===== src/hw/rtl/ddp_pkg.sv =====
// Shared types and constants for the DDP pixel packet receiver.
// No dependencies.
package ddp_pkg;

  localparam int unsigned HDR_LEN = 11;
  localparam logic [15:0] TYPE_RGB = 16'h0001;
  localparam int unsigned RGB_BYTES = 3;

  // Header byte positions of the captured big-endian fields.
  localparam logic [3:0] POS_TYPE_HI  = 4'd3;
  localparam logic [3:0] POS_TYPE_LO  = 4'd4;
  localparam logic [3:0] POS_START_HI = 4'd7;
  localparam logic [3:0] POS_START_LO = 4'd8;
  localparam logic [3:0] POS_LEN_HI   = 4'd9;
  localparam logic [3:0] POS_LEN_LO   = 4'd10;
  localparam logic [3:0] POS_PAYLOAD  = 4'(HDR_LEN);

  localparam int unsigned ADDR_W = 12;
  localparam int unsigned LEN_W  = 16;

  // Header parser to write stage.
  typedef struct packed {
    logic              in_payload;  // header done, byte is payload
    logic              at_len;      // byte is the last header byte
    logic              ok;          // packet passes the checks (valid with at_len)
    logic [ADDR_W-1:0] addr;        // first write address
    logic [LEN_W-1:0]  len;         // bytes to write after truncation
  } hdr_info_t;

endpackage


===== src/hw/rtl/ddp_hdr.sv =====
// Header byte counter, field capture and packet acceptance check.
// Depends on ddp_pkg.
module ddp_hdr
  import ddp_pkg::*;
#(
  parameter int unsigned MAX_BUFFER_BYTES = 4096
) (
  input  logic        clk,
  input  logic        rst,
  input  logic        step,
  input  logic [7:0]  pkt_byte,
  input  logic        last_byte,
  input  logic [12:0] buffer_bytes,
  output hdr_info_t   info
);

  localparam int unsigned EFF_W = $clog2(MAX_BUFFER_BYTES + 1);
  localparam int unsigned CMP_W = (EFF_W > 13) ? EFF_W : 13;
  localparam logic [CMP_W-1:0] MAX_CMP = CMP_W'(MAX_BUFFER_BYTES);

  logic [3:0]  pos;
  logic        type_ok;
  logic [7:0]  start_hi;
  logic [17:0] dst;
  logic [7:0]  len_hi;

  logic [15:0]      len_full;
  logic [15:0]      start_full;
  logic [EFF_W-1:0] eff;
  logic [18:0]      room;
  logic             room_pos;
  logic [LEN_W-1:0] len_cut;

  // x mod 3: base-4 digits sum to the same residue, folded twice.
  function automatic logic [1:0] mod3_16(input logic [15:0] x);
    logic [4:0] s;
    logic [2:0] t;
    s = 5'd0;
    for (int i = 0; i < 8; i++) begin
      s = s + 5'(x[2*i +: 2]);
    end
    t = 3'(s[4]) + 3'(s[3:2]) + 3'(s[1:0]);
    if (t >= 3'd6) begin
      mod3_16 = 2'(t - 3'd6);
    end else if (t >= 3'd3) begin
      mod3_16 = 2'(t - 3'd3);
    end else begin
      mod3_16 = t[1:0];
    end
  endfunction

  always_ff @(posedge clk) begin
    if (rst) begin
      pos <= 4'd0;
    end else if (step) begin
      if (last_byte) begin
        pos <= 4'd0;
      end else if (pos != POS_PAYLOAD) begin
        pos <= pos + 4'd1;
      end
    end
  end

  always_ff @(posedge clk) begin
    if (step) begin
      case (pos)
        POS_TYPE_HI:  type_ok <= (pkt_byte == TYPE_RGB[15:8]);
        POS_TYPE_LO:  type_ok <= type_ok && (pkt_byte == TYPE_RGB[7:0]);
        POS_START_HI: start_hi <= pkt_byte;
        POS_START_LO: dst <= {1'b0, start_full, 1'b0} + {2'b00, start_full};
        POS_LEN_HI:   len_hi <= pkt_byte;
        default: ;
      endcase
    end
  end

  assign start_full = {start_hi, pkt_byte};
  assign len_full   = {len_hi, pkt_byte};

  always_comb begin
    if (CMP_W'(buffer_bytes) > MAX_CMP) begin
      eff = EFF_W'(MAX_CMP);
    end else begin
      eff = EFF_W'(buffer_bytes);
    end
    room     = 19'(eff) - {1'b0, dst};
    room_pos = (19'(eff) > {1'b0, dst});
    if (19'(len_full) > room) begin
      len_cut = room[LEN_W-1:0];
    end else begin
      len_cut = len_full;
    end
  end

  always_comb begin
    info.in_payload = (pos == POS_PAYLOAD);
    info.at_len     = (pos == POS_LEN_LO);
    info.ok         = type_ok && (len_full != 16'd0) && (mod3_16(len_full) == 2'd0)
                      && room_pos;
    info.addr       = dst[ADDR_W-1:0];
    info.len        = len_cut;
  end

endmodule


===== src/hw/rtl/ddp_wr.sv =====
// Payload write counters and the result register with its output handshake.
// Depends on ddp_pkg.
module ddp_wr
  import ddp_pkg::*;
(
  input  logic        clk,
  input  logic        rst,
  input  logic        step,
  input  logic [7:0]  pkt_byte,
  input  logic        last_byte,
  input  hdr_info_t   info,
  output logic        out_valid,
  input  logic        out_ready,
  output logic [23:0] out_data,
  output logic        out_last
);

  logic              accepted;
  logic [ADDR_W-1:0] next_addr;
  logic [LEN_W-1:0]  left;
  logic              wr;
  logic              fd;

  assign wr = info.in_payload && accepted && (left != '0);
  assign fd = last_byte && ((info.at_len && info.ok) || (info.in_payload && accepted));

  always_ff @(posedge clk) begin
    if (rst) begin
      accepted  <= 1'b0;
      left      <= '0;
      next_addr <= '0;
    end else if (step) begin
      if (info.at_len) begin
        accepted  <= info.ok;
        next_addr <= info.addr;
        left      <= info.ok ? info.len : '0;
      end else if (wr) begin
        next_addr <= next_addr + ADDR_W'(1);
        left      <= left - LEN_W'(1);
      end
      if (last_byte) begin
        accepted <= 1'b0;
        left     <= '0;
      end
    end
  end

  always_ff @(posedge clk) begin
    if (rst) begin
      out_valid <= 1'b0;
    end else if (step) begin
      out_valid <= 1'b1;
    end else if (out_ready) begin
      out_valid <= 1'b0;
    end
  end

  always_ff @(posedge clk) begin
    if (step) begin
      out_data <= {3'b000, (wr ? pkt_byte : 8'd0), (wr ? next_addr : {ADDR_W{1'b0}}), wr};
      out_last <= fd;
    end
  end

endmodule


===== src/hw/rtl/ddp_pixel_packet_receiver.sv =====
// DDP pixel packet receiver top level; built from ddp_pkg, ddp_hdr and ddp_wr.
// One UDP payload byte in, one LED-buffer write result out per transaction.
// Each input transaction's result is registered in the output register.
// Throughput: 1 byte per cycle; the single result register stalls input only
// while it holds a result that the sink has not taken.
// Reset (rst, synchronous): header at byte 0, no packet, output empty, buffer_bytes 4096.
module ddp_pixel_packet_receiver
  import ddp_pkg::*;
#(
  parameter int unsigned MAX_BUFFER_BYTES = 4096
) (
  input  logic        clk,
  input  logic        rst,
  // Config: buffer_bytes, always ready
  input  logic        cfg_valid,
  output logic        cfg_ready,
  input  logic [12:0] cfg_data,       // [12:0] buffer_bytes
  // Input bytes
  input  logic        s_tvalid,
  output logic        s_tready,
  input  logic [7:0]  s_tdata,        // [7:0] pkt_byte
  input  logic        s_tlast,        // last_byte
  // Results
  output logic        m_tvalid,
  input  logic        m_tready,
  output logic [23:0] m_tdata,        // [0] write_enable, [12:1] write_address,
                                      // [20:13] write_data, [23:21] zero
  output logic        m_tlast         // frame_done
);

  logic [12:0] buffer_bytes;
  logic        step;
  hdr_info_t   info;

  // Register writes are accepted at once; the header stage samples at length byte.
  assign cfg_ready = 1'b1;

  always_ff @(posedge clk) begin
    if (rst) begin
      buffer_bytes <= 13'd4096;
    end else if (cfg_valid) begin
      buffer_bytes <= cfg_data;
    end
  end

  // Take a byte whenever the result register is free or being drained.
  assign s_tready = !m_tvalid || m_tready;
  assign step     = s_tvalid && s_tready;

  // Header counter, capture of type/start/length, accept and truncate.
  ddp_hdr #(
    .MAX_BUFFER_BYTES(MAX_BUFFER_BYTES)
  ) u_hdr (
    .clk         (clk),
    .rst         (rst),
    .step        (step),
    .pkt_byte    (s_tdata),
    .last_byte   (s_tlast),
    .buffer_bytes(buffer_bytes),
    .info        (info)
  );

  // Write address/count tracking and the result register.
  ddp_wr u_wr (
    .clk      (clk),
    .rst      (rst),
    .step     (step),
    .pkt_byte (s_tdata),
    .last_byte(s_tlast),
    .info     (info),
    .out_valid(m_tvalid),
    .out_ready(m_tready),
    .out_data (m_tdata),
    .out_last (m_tlast)
  );

endmodule

===== config.mk =====
export PLATFORM = sky130hd
export DESIGN_NAME = ddp_pixel_packet_receiver
export DESIGN_NICKNAME = d
export VERILOG_FILES = /design/src/hw/rtl/ddp_pkg.sv /design/src/hw/rtl/ddp_hdr.sv /design/src/hw/rtl/ddp_wr.sv /design/src/hw/rtl/ddp_pixel_packet_receiver.sv
export SDC_FILE = /design/constraint.sdc
export NUM_CORES = 1
export LEC_CHECK = 0
export ABC_AREA = 1
export BUFFER_PORTS_ARGS = -buffer_cell sky130_fd_sc_hd__buf_4
export CAP_MARGIN = 0
export CORE_AREA = 2 2 203 125
export DETAILED_ROUTE_END_ITERATION = 10
export DIE_AREA = 0 0 205 127
export PLACE_DENSITY = 0.46
export SLEW_MARGIN = 20
export SYNTH_ARGS = -nofsm -noshare
export SYNTH_HDL_FRONTEND = slang
export SYNTH_SLANG_ARGS = --single-unit

===== constraint.sdc =====
create_clock -name clk -period 7.15 [get_ports clk]
set_input_delay 1.0725 -clock clk [delete_from_list [all_inputs] [get_ports clk]]
set_output_delay 1.0725 -clock clk [all_outputs]
set_load 0.05 [all_outputs]

==> metrics, run 1 <==
TritonCTS buffer count 9; met1 Resource Use GR 0.269; HPWL after detailed placement 16600 um; cts hold-fix bufs 0; crit path time final about 6.6 ns; RR Endpoint u_wr.left[12]; synth-to-layout area growth 13.9%; TritonCTS Sinks about 100; Final Hold Viols 0; Nets between 1000 and 1500; worst slew pin tran 1.01 ns; number of flops mapped to enable cells by yosys 57; Worst Hold Path EP u_wr.left[1]; GRT Max-Usage Layer met1; setup tns final 0 ns; start point of the worst min-delay path u_wr.left[1]; Worst Setup Path Type input pin to register; CTS tree built; clock-pin slew on the worst setup and hold paths around 0.080 ns; Row Count 44; sequential power share 0.410; cells after synthesis about 950; setup bufs post-CTS 0; layout cell share with drive strength beyond 1 0.0919; fmax around 150 MHz; pwr dens about 190 nW/um^2; Max Root-Sink Buffers 2; Final Cycle Share 0.916; H-tree levels 3; met3 usage 0.0408; Root Buffer Master clkbuf_16; IO Port Bufs 50; Die Wd 205 um; dpl cells about 1300; CP Capture Type register; Internal Power about 0.0011 W; Post-Syn Area ~7400 sq um; Detail Route Antenna Nets 0; most frequent cells after synthesis nand2_1, inv_1, nor2_1; Starting Density 0.307; startpoint class of the critical path input pin; Lkg Pwr about 3.8 nW; Core Footprint roughly 24000 sq um; Total GRT Usage 0.169; hold_ws a little under 0.5 ns; Final WS setup about 0.6 ns; Worst Reg-to-Reg Cells 25; XOR/XNOR share of the synthesized area 0.0511; I/O pin cnt 55; main combinational cell family by area after synthesis simple AND/OR/NAND/NOR gates; Compound-Gate Fraction of Synth Area 0.105; Iteration-0 DRC Markers slightly below 500; FFs w/ async S/R, synth 0; met2 Use GR 0.225; reg2reg setup slack ~1.5 ns; Vias/cell roughly 4.6; Pins Over Slew Limit 0; gr ovfl total 0; full die area 26000 sq um; Worst EP required about 7.5 ns; Cell variety after synth 46; RePlAce Congestion ~0.87; largest net degree at the start of global routing 26; share of the yosys chip area belonging to registers 0.360; via count roughly 6100; count leader, synth nand2_1; largest cells by area after synthesis edfxtp_1, dfxtp_1, nand2_1, ha_1, inv_1; multiplexer share of the synthesized area 0; CP arrival 6.86 ns; initial antenna violation count 0; Avg Cell Area, Syn approximately 7.7 sq um; Worst VDD drop 0.000182 V; Sw Pwr between 0.0004 and 0.0005 W; yosys warns 0; DRC errors left 0; wire per inst approximately 16 um; status complete, no violations; Most used DFF post-synth edfxtp_1; worst hold stages 2; Clock Latency Late Sink roughly 0.38 ns; area share of the largest cell type after synthesis 0.232; final non-filler cell total 1323; Comb power frac 0.229; synthesized-area fraction occupied by adder cells 0.149; CP max FO 16; Net Sw Frac 0.309; antenna cells 0; Fin Clk Skew 0.0162 ns; Die H 127 um; Synth Area in Simple Gates 0.242; crit path from s_tdata[0]; Clk pwr share 0.361; Yosys top cell by area edfxtp_1; register bit total from synthesis about 100; first-pass GRT wire length roughly 33000 um; Max-Slew Margin vs Limit 0.324; Hold WC Path Type register to register; max_cap viols 0; Reg-to-Reg Start u_hdr.len_hi[5]; dpl ws around 0.21 ns; Final setup violation count 0; post-cts sizing count 0; Pre-Repair DR Iteration Count 4; final WL roughly 21000 um; number of global-route vias before repair roughly 5700; RSZ-0062 raised after global routing no
==> layout by cell type, fill, tap and decap left out, types with 5 or more instances in the layout <==
| cell type | n |
|---|---|
| nand2_1 | 223 |
| inv_1 | 141 |
| nor2_1 | 84 |
| a21oi_1 | 71 |
| nand3_1 | 64 |
| ha_1 | 64 |
| edfxtp_1 | 57 |
| buf_4 | 54 |
| dfxtp_1 | 47 |
| o21ai_0 | 41 |
| xor2_1 | 31 |
| fa_1 | 15 |
| xnor2_1 | 12 |
| nor3_1 | 10 |
| nand4_1 | 9 |
| clkbuf_16 | 9 |
| o21ai_1 | 5 |
| nor2_2 | 5 |
==> sequential cells by signal (all words and copies together), names as in the netlist <==
register and cells:
u_wr.out_last 1, u_hdr.pos 4, u_wr.out_valid 1, u_hdr.dst 18, u_hdr.type_ok 1, u_wr.next_addr 12
u_hdr.start_hi 8, u_wr.accepted 1, u_wr.left 16, u_wr.out_data 21, buffer_bytes 13, u_hdr.len_hi 8
==> cell type report <==
cell class	instances	area, sq um
Fill cell	2611	15600
Multi-Input combinational cell	682	4050
Sequential cell	104	2650
Inverter	145	544
Timing Repair Buffer	54	405
Tap cell	322	403
Clock buffer	9	225
Clock inverter	7	111
==> per-stage QoR <==
stage	total power (W)	cell area, sq um	utilization
3_5_place_dp	0.00102	8060	0.336
6_report	0.00158	8390	0.350
2_1_floorplan	0.000927	7380	-
4_1_cts	0.00160	8390	0.350
5_1_grt	0.00167	8390	0.350
3_3_place_gp	0.00102	8060	0.336
==> how the worst max path moves through the flow <==
| stage | to | depth (start not counted) |
|---|---|---|
| 2_1_floorplan | u_wr.left[10] | 27 |
| 3_3_place_gp | u_wr.left[1] | 28 |
| 3_5_place_dp | u_wr.left[12] | 28 |
| 4_1_cts | u_wr.left[12] | 28 |
| 5_1_grt | u_wr.left[7] | 28 |
| 6_report | u_wr.left[12] | 28 |
==> power groups by stage <==
stage | clock network (W) | registers (W) | logic (W)
global route | 0.000610 | 0.000649 | 0.000413
floorplan | 0 | 0.000680 | 0.000247
finish | 0.000569 | 0.000647 | 0.000361
CTS | 0.000587 | 0.000647 | 0.000362
global placement | 0 | 0.000661 | 0.000356
detailed placement | 0 | 0.000661 | 0.000360
==> worst max-delay path, stage by stage <==
cell      delay [ns]
buf_4           0.14
ha_1            0.19
inv_1           0.06
fa_1            0.41
inv_1           0.09
fa_1            0.43
fa_1            0.54
inv_1           0.05
fa_1            0.53
inv_1           0.05
ha_1            0.22
fa_1            0.50
inv_1           0.06
fa_1            0.37
inv_1           0.07
fa_1            0.46
ha_1            0.21
o21bai_1        0.17
nand3_1         0.09
nand2_1         0.07
nand2_1         0.05
nor2_1          0.08
nand2_1         0.10
nor2_4          0.40
nand3_1         0.14
nand2_1         0.09
nand2_1         0.05
a21oi_1         0.14
==> per-layer routing <==
metal / vias up / wire (um)
met5: - / 0
met4: 0 / 142
met3: 8 / 1150
met2: 123 / 7930
met1: 2813 / 11800
li1: 3164 / -
==> cells by family after synthesis <==
group                    count (synthesis)
AND/OR/NAND/NOR                        416
buffers and inverters                  169
XOR/XNOR                                43
other                                    2
adder cells (fa/ha/maj)                 79
flip-flops                             104
AO/OA/AOI/OAI                          140
(Power assumes the default switching activity.)
==> inputs of run 2 (changes only) <==
--- a/config.mk
+++ b/config.mk
@@ -8,10 +8,10 @@
 export ABC_AREA = 1
 export BUFFER_PORTS_ARGS = -buffer_cell sky130_fd_sc_hd__buf_4
 export CAP_MARGIN = 0
-export CORE_AREA = 2 2 203 125
+export CORE_AREA = 2 2 145 91
 export DETAILED_ROUTE_END_ITERATION = 10
-export DIE_AREA = 0 0 205 127
-export PLACE_DENSITY = 0.46
+export DIE_AREA = 0 0 147 93
+export PLACE_DENSITY = 0.79
 export SLEW_MARGIN = 20
 export SYNTH_ARGS = -nofsm -noshare
 export SYNTH_HDL_FRONTEND = slang
==> metrics, run 2 (synthesized netlist as in run 1, its figures left out) <==
CP Capture Type register; crit path time final 6.52 ns (-0.0293 ns); Worst Reg-to-Reg Cells 25 (unchanged); RSZ-0062 raised after global routing no; Hold WC Path Type register to register; pwr dens 183 nW/um^2 (-2.5%); H-tree levels 3 (unchanged); worst hold stages 2 (unchanged); Worst EP required 7.45 ns (about the same); CP arrival 6.82 ns (-0.04 ns); I/O pin cnt 55 (unchanged); most common cell after layout, fill and taps aside nand2_1; cts hold-fix bufs 0 (unchanged); gr ovfl total 0 (unchanged); Pre-Repair DR Iteration Count 7 (+3); crit path max-delay cell type fa_1; Root Buffer Master clkbuf_16; reg2reg setup slack 1.56 ns (+0.08 ns); clock-pin slew on the worst setup and hold paths 0.08 ns (about the same); setup bufs post-CTS 0 (unchanged); most flop-heavy register u_wr.out_data; synth-to-layout area growth 10.5%; status complete, no violations; Clk pwr share 0.325 (-0.036); Starting Density 0.594 (+0.287); CP max FO 16 (unchanged); Vias/cell 5.47 (+18%); wire per inst 15.8 um (-0.80%); Final setup violation count 0 (unchanged); Pins Over Slew Limit 0 (unchanged); Worst Setup Path Type input pin to register; Clock Latency Late Sink 0.36 ns (-0.02 ns); Row Count 32 (-27%); RePlAce Congestion 0.995 (+14%); Sw Pwr 0.000473 W (-2.9%); DRC errors left 0 (unchanged); Reg-to-Reg Start u_hdr.len_hi[5]; Nets 1102 (unchanged); Die H 93 um (-27%); biggest regs u_wr.out_data x21, u_hdr.dst x18, u_wr.left x16; layout cell share with drive strength beyond 1 0.0909 (-0.000999); startpoint class of the critical path input pin; Internal Power 0.00102 W (-6.5%); max_cap viols 0 (unchanged); Core Footprint 12400 sq um (-48%); antenna cells 0 (unchanged); delay-heaviest family, CP adder cells; setup tns final 0 ns (unchanged); final-layout fill cell count 1082 (-59%); Worst Path Buf+Inv 7 (unchanged); Final Cycle Share 0.912 (-0.00410); number of global-route vias before repair 5969 (+4.5%); Total GRT Usage 0.283 (+0.114); first-pass GRT wire length 30200 um (-9.2%); via count 6400 (+4.8%); Detail Route Antenna Nets 0 (unchanged); Net Sw Frac 0.317 (+0.00821); Max-Slew Margin vs Limit 0.495 (+0.170); Comb power frac 0.242 (+0.013); RR Endpoint u_wr.left[5]; post-cts sizing count 0 (unchanged); initial antenna violation count 0 (unchanged); CTS tree built; start point of the worst min-delay path u_wr.left[1]; TritonCTS buffer count 9 (unchanged); Largest register FFs 21 (unchanged); Worst VDD drop 0.000225 V (+23%); HPWL after detailed placement 14200 um (-14%); Final Hold Viols 0 (unchanged); fmax 153 MHz (+0.45%); Largest stage delay, worst path 0.58 ns (+0.04 ns); most frequent cells in the layout nand2_1, inv_1, nor2_1; full die area 13700 sq um (-47%); Worst Hold Path EP u_wr.left[1]; Power, Total 0.00149 W (-5.4%); Iteration-0 DRC Markers 601 (+23%); IO Port Bufs 50 (unchanged); Crit path top cell by count fa_1; Max Root-Sink Buffers 2 (unchanged); final WL 18500 um (-12%); worst slew pin tran 0.755 ns (-0.257 ns); sequential power share 0.433 (+0.023); Fin Clk Skew 0.0136 ns (-0.00257 ns); Die Wd 147 um (-28%); Lkg Pwr 3.77 nW (-0.65%); TritonCTS Sinks 104 (unchanged); largest net degree at the start of global routing 26 (unchanged)
[run 2: stage by stage]
stage / std cells / util / setup WS [ns] / hold slack [ns] / cell area [sq um]
finish: 1171 / 0.656 / 0.627 / 0.483 / 8150
global route: 1171 / 0.656 / 0.227 / 0.505 / 8150
global placement: 1155 / 0.634 / 0.410 / 0.462 / 7870
floorplan: 955 / - / 0.868 / 0.445 / 7380
detailed placement: 1155 / 0.634 / 0.305 / 0.471 / 7870
CTS: 1171 / 0.656 / 0.657 / 0.483 / 8150
[run 2: area by class of cell]
cell class	instances	area (sq um)	share of cell area
clock buffer	10	229	0.0281
timing repair buffer	54	405	0.0498
sequential	104	2650	0.326
inverter	145	544	0.0668
multi-input combinational	682	4050	0.497
clock inverter	6	51.3	0.00630
tap	170	213	0.0261
[run 2: power groups by stage]
stage	logic [W]	clock network [W]	registers, W
6_report	0.000361	0.000485	0.000647
5_1_grt	0.000407	0.000506	0.000648
3_3_place_gp	0.000339	0	0.000660
3_5_place_dp	0.000354	0	0.000660
2_1_floorplan	0.000247	0	0.000680
4_1_cts	0.000356	0.000485	0.000647
[run 2: routing by layer]
layer,part of all wire,track usage,vias up,wire (um)
li1,-,-,3160,-
met1,0.47,0.417,2909,8680
met2,0.40,0.413,296,7420
met3,0.11,0.0659,33,1950
met4,0.020,0.0825,2,369
met5,0.0030,0.0346,-,55
[run 2: worst max-delay path by stage]
stage               start             to  cells past startpoint
2_1_floorplan  s_tdata[1]  u_wr.left[10]                     27
3_3_place_gp   s_tdata[1]   u_wr.left[2]                     27
3_5_place_dp   s_tdata[1]  u_wr.left[15]                     27
4_1_cts        s_tdata[1]   u_wr.left[5]                     27
5_1_grt        s_tdata[1]   u_wr.left[8]                     27
6_report       s_tdata[1]   u_wr.left[5]                     27
[run 2: worst register-to-register path: stages (launching register included)]
cell	delay (ns)
edfxtp_1	0.50
inv_1	0.14
fa_1	0.54
inv_1	0.06
fa_1	0.48
inv_1	0.05
fa_1	0.53
inv_1	0.04
ha_1	0.22
fa_1	0.49
inv_1	0.05
fa_1	0.37
inv_1	0.07
fa_1	0.46
ha_1	0.21
o21bai_1	0.16
nand3_1	0.09
nand2_1	0.07
nand2_1	0.05
nor2_1	0.08
nand2_1	0.10
nor2_4	0.35
nand3_1	0.15
nand2_1	0.08
nand2_1	0.04
a21oi_1	0.14
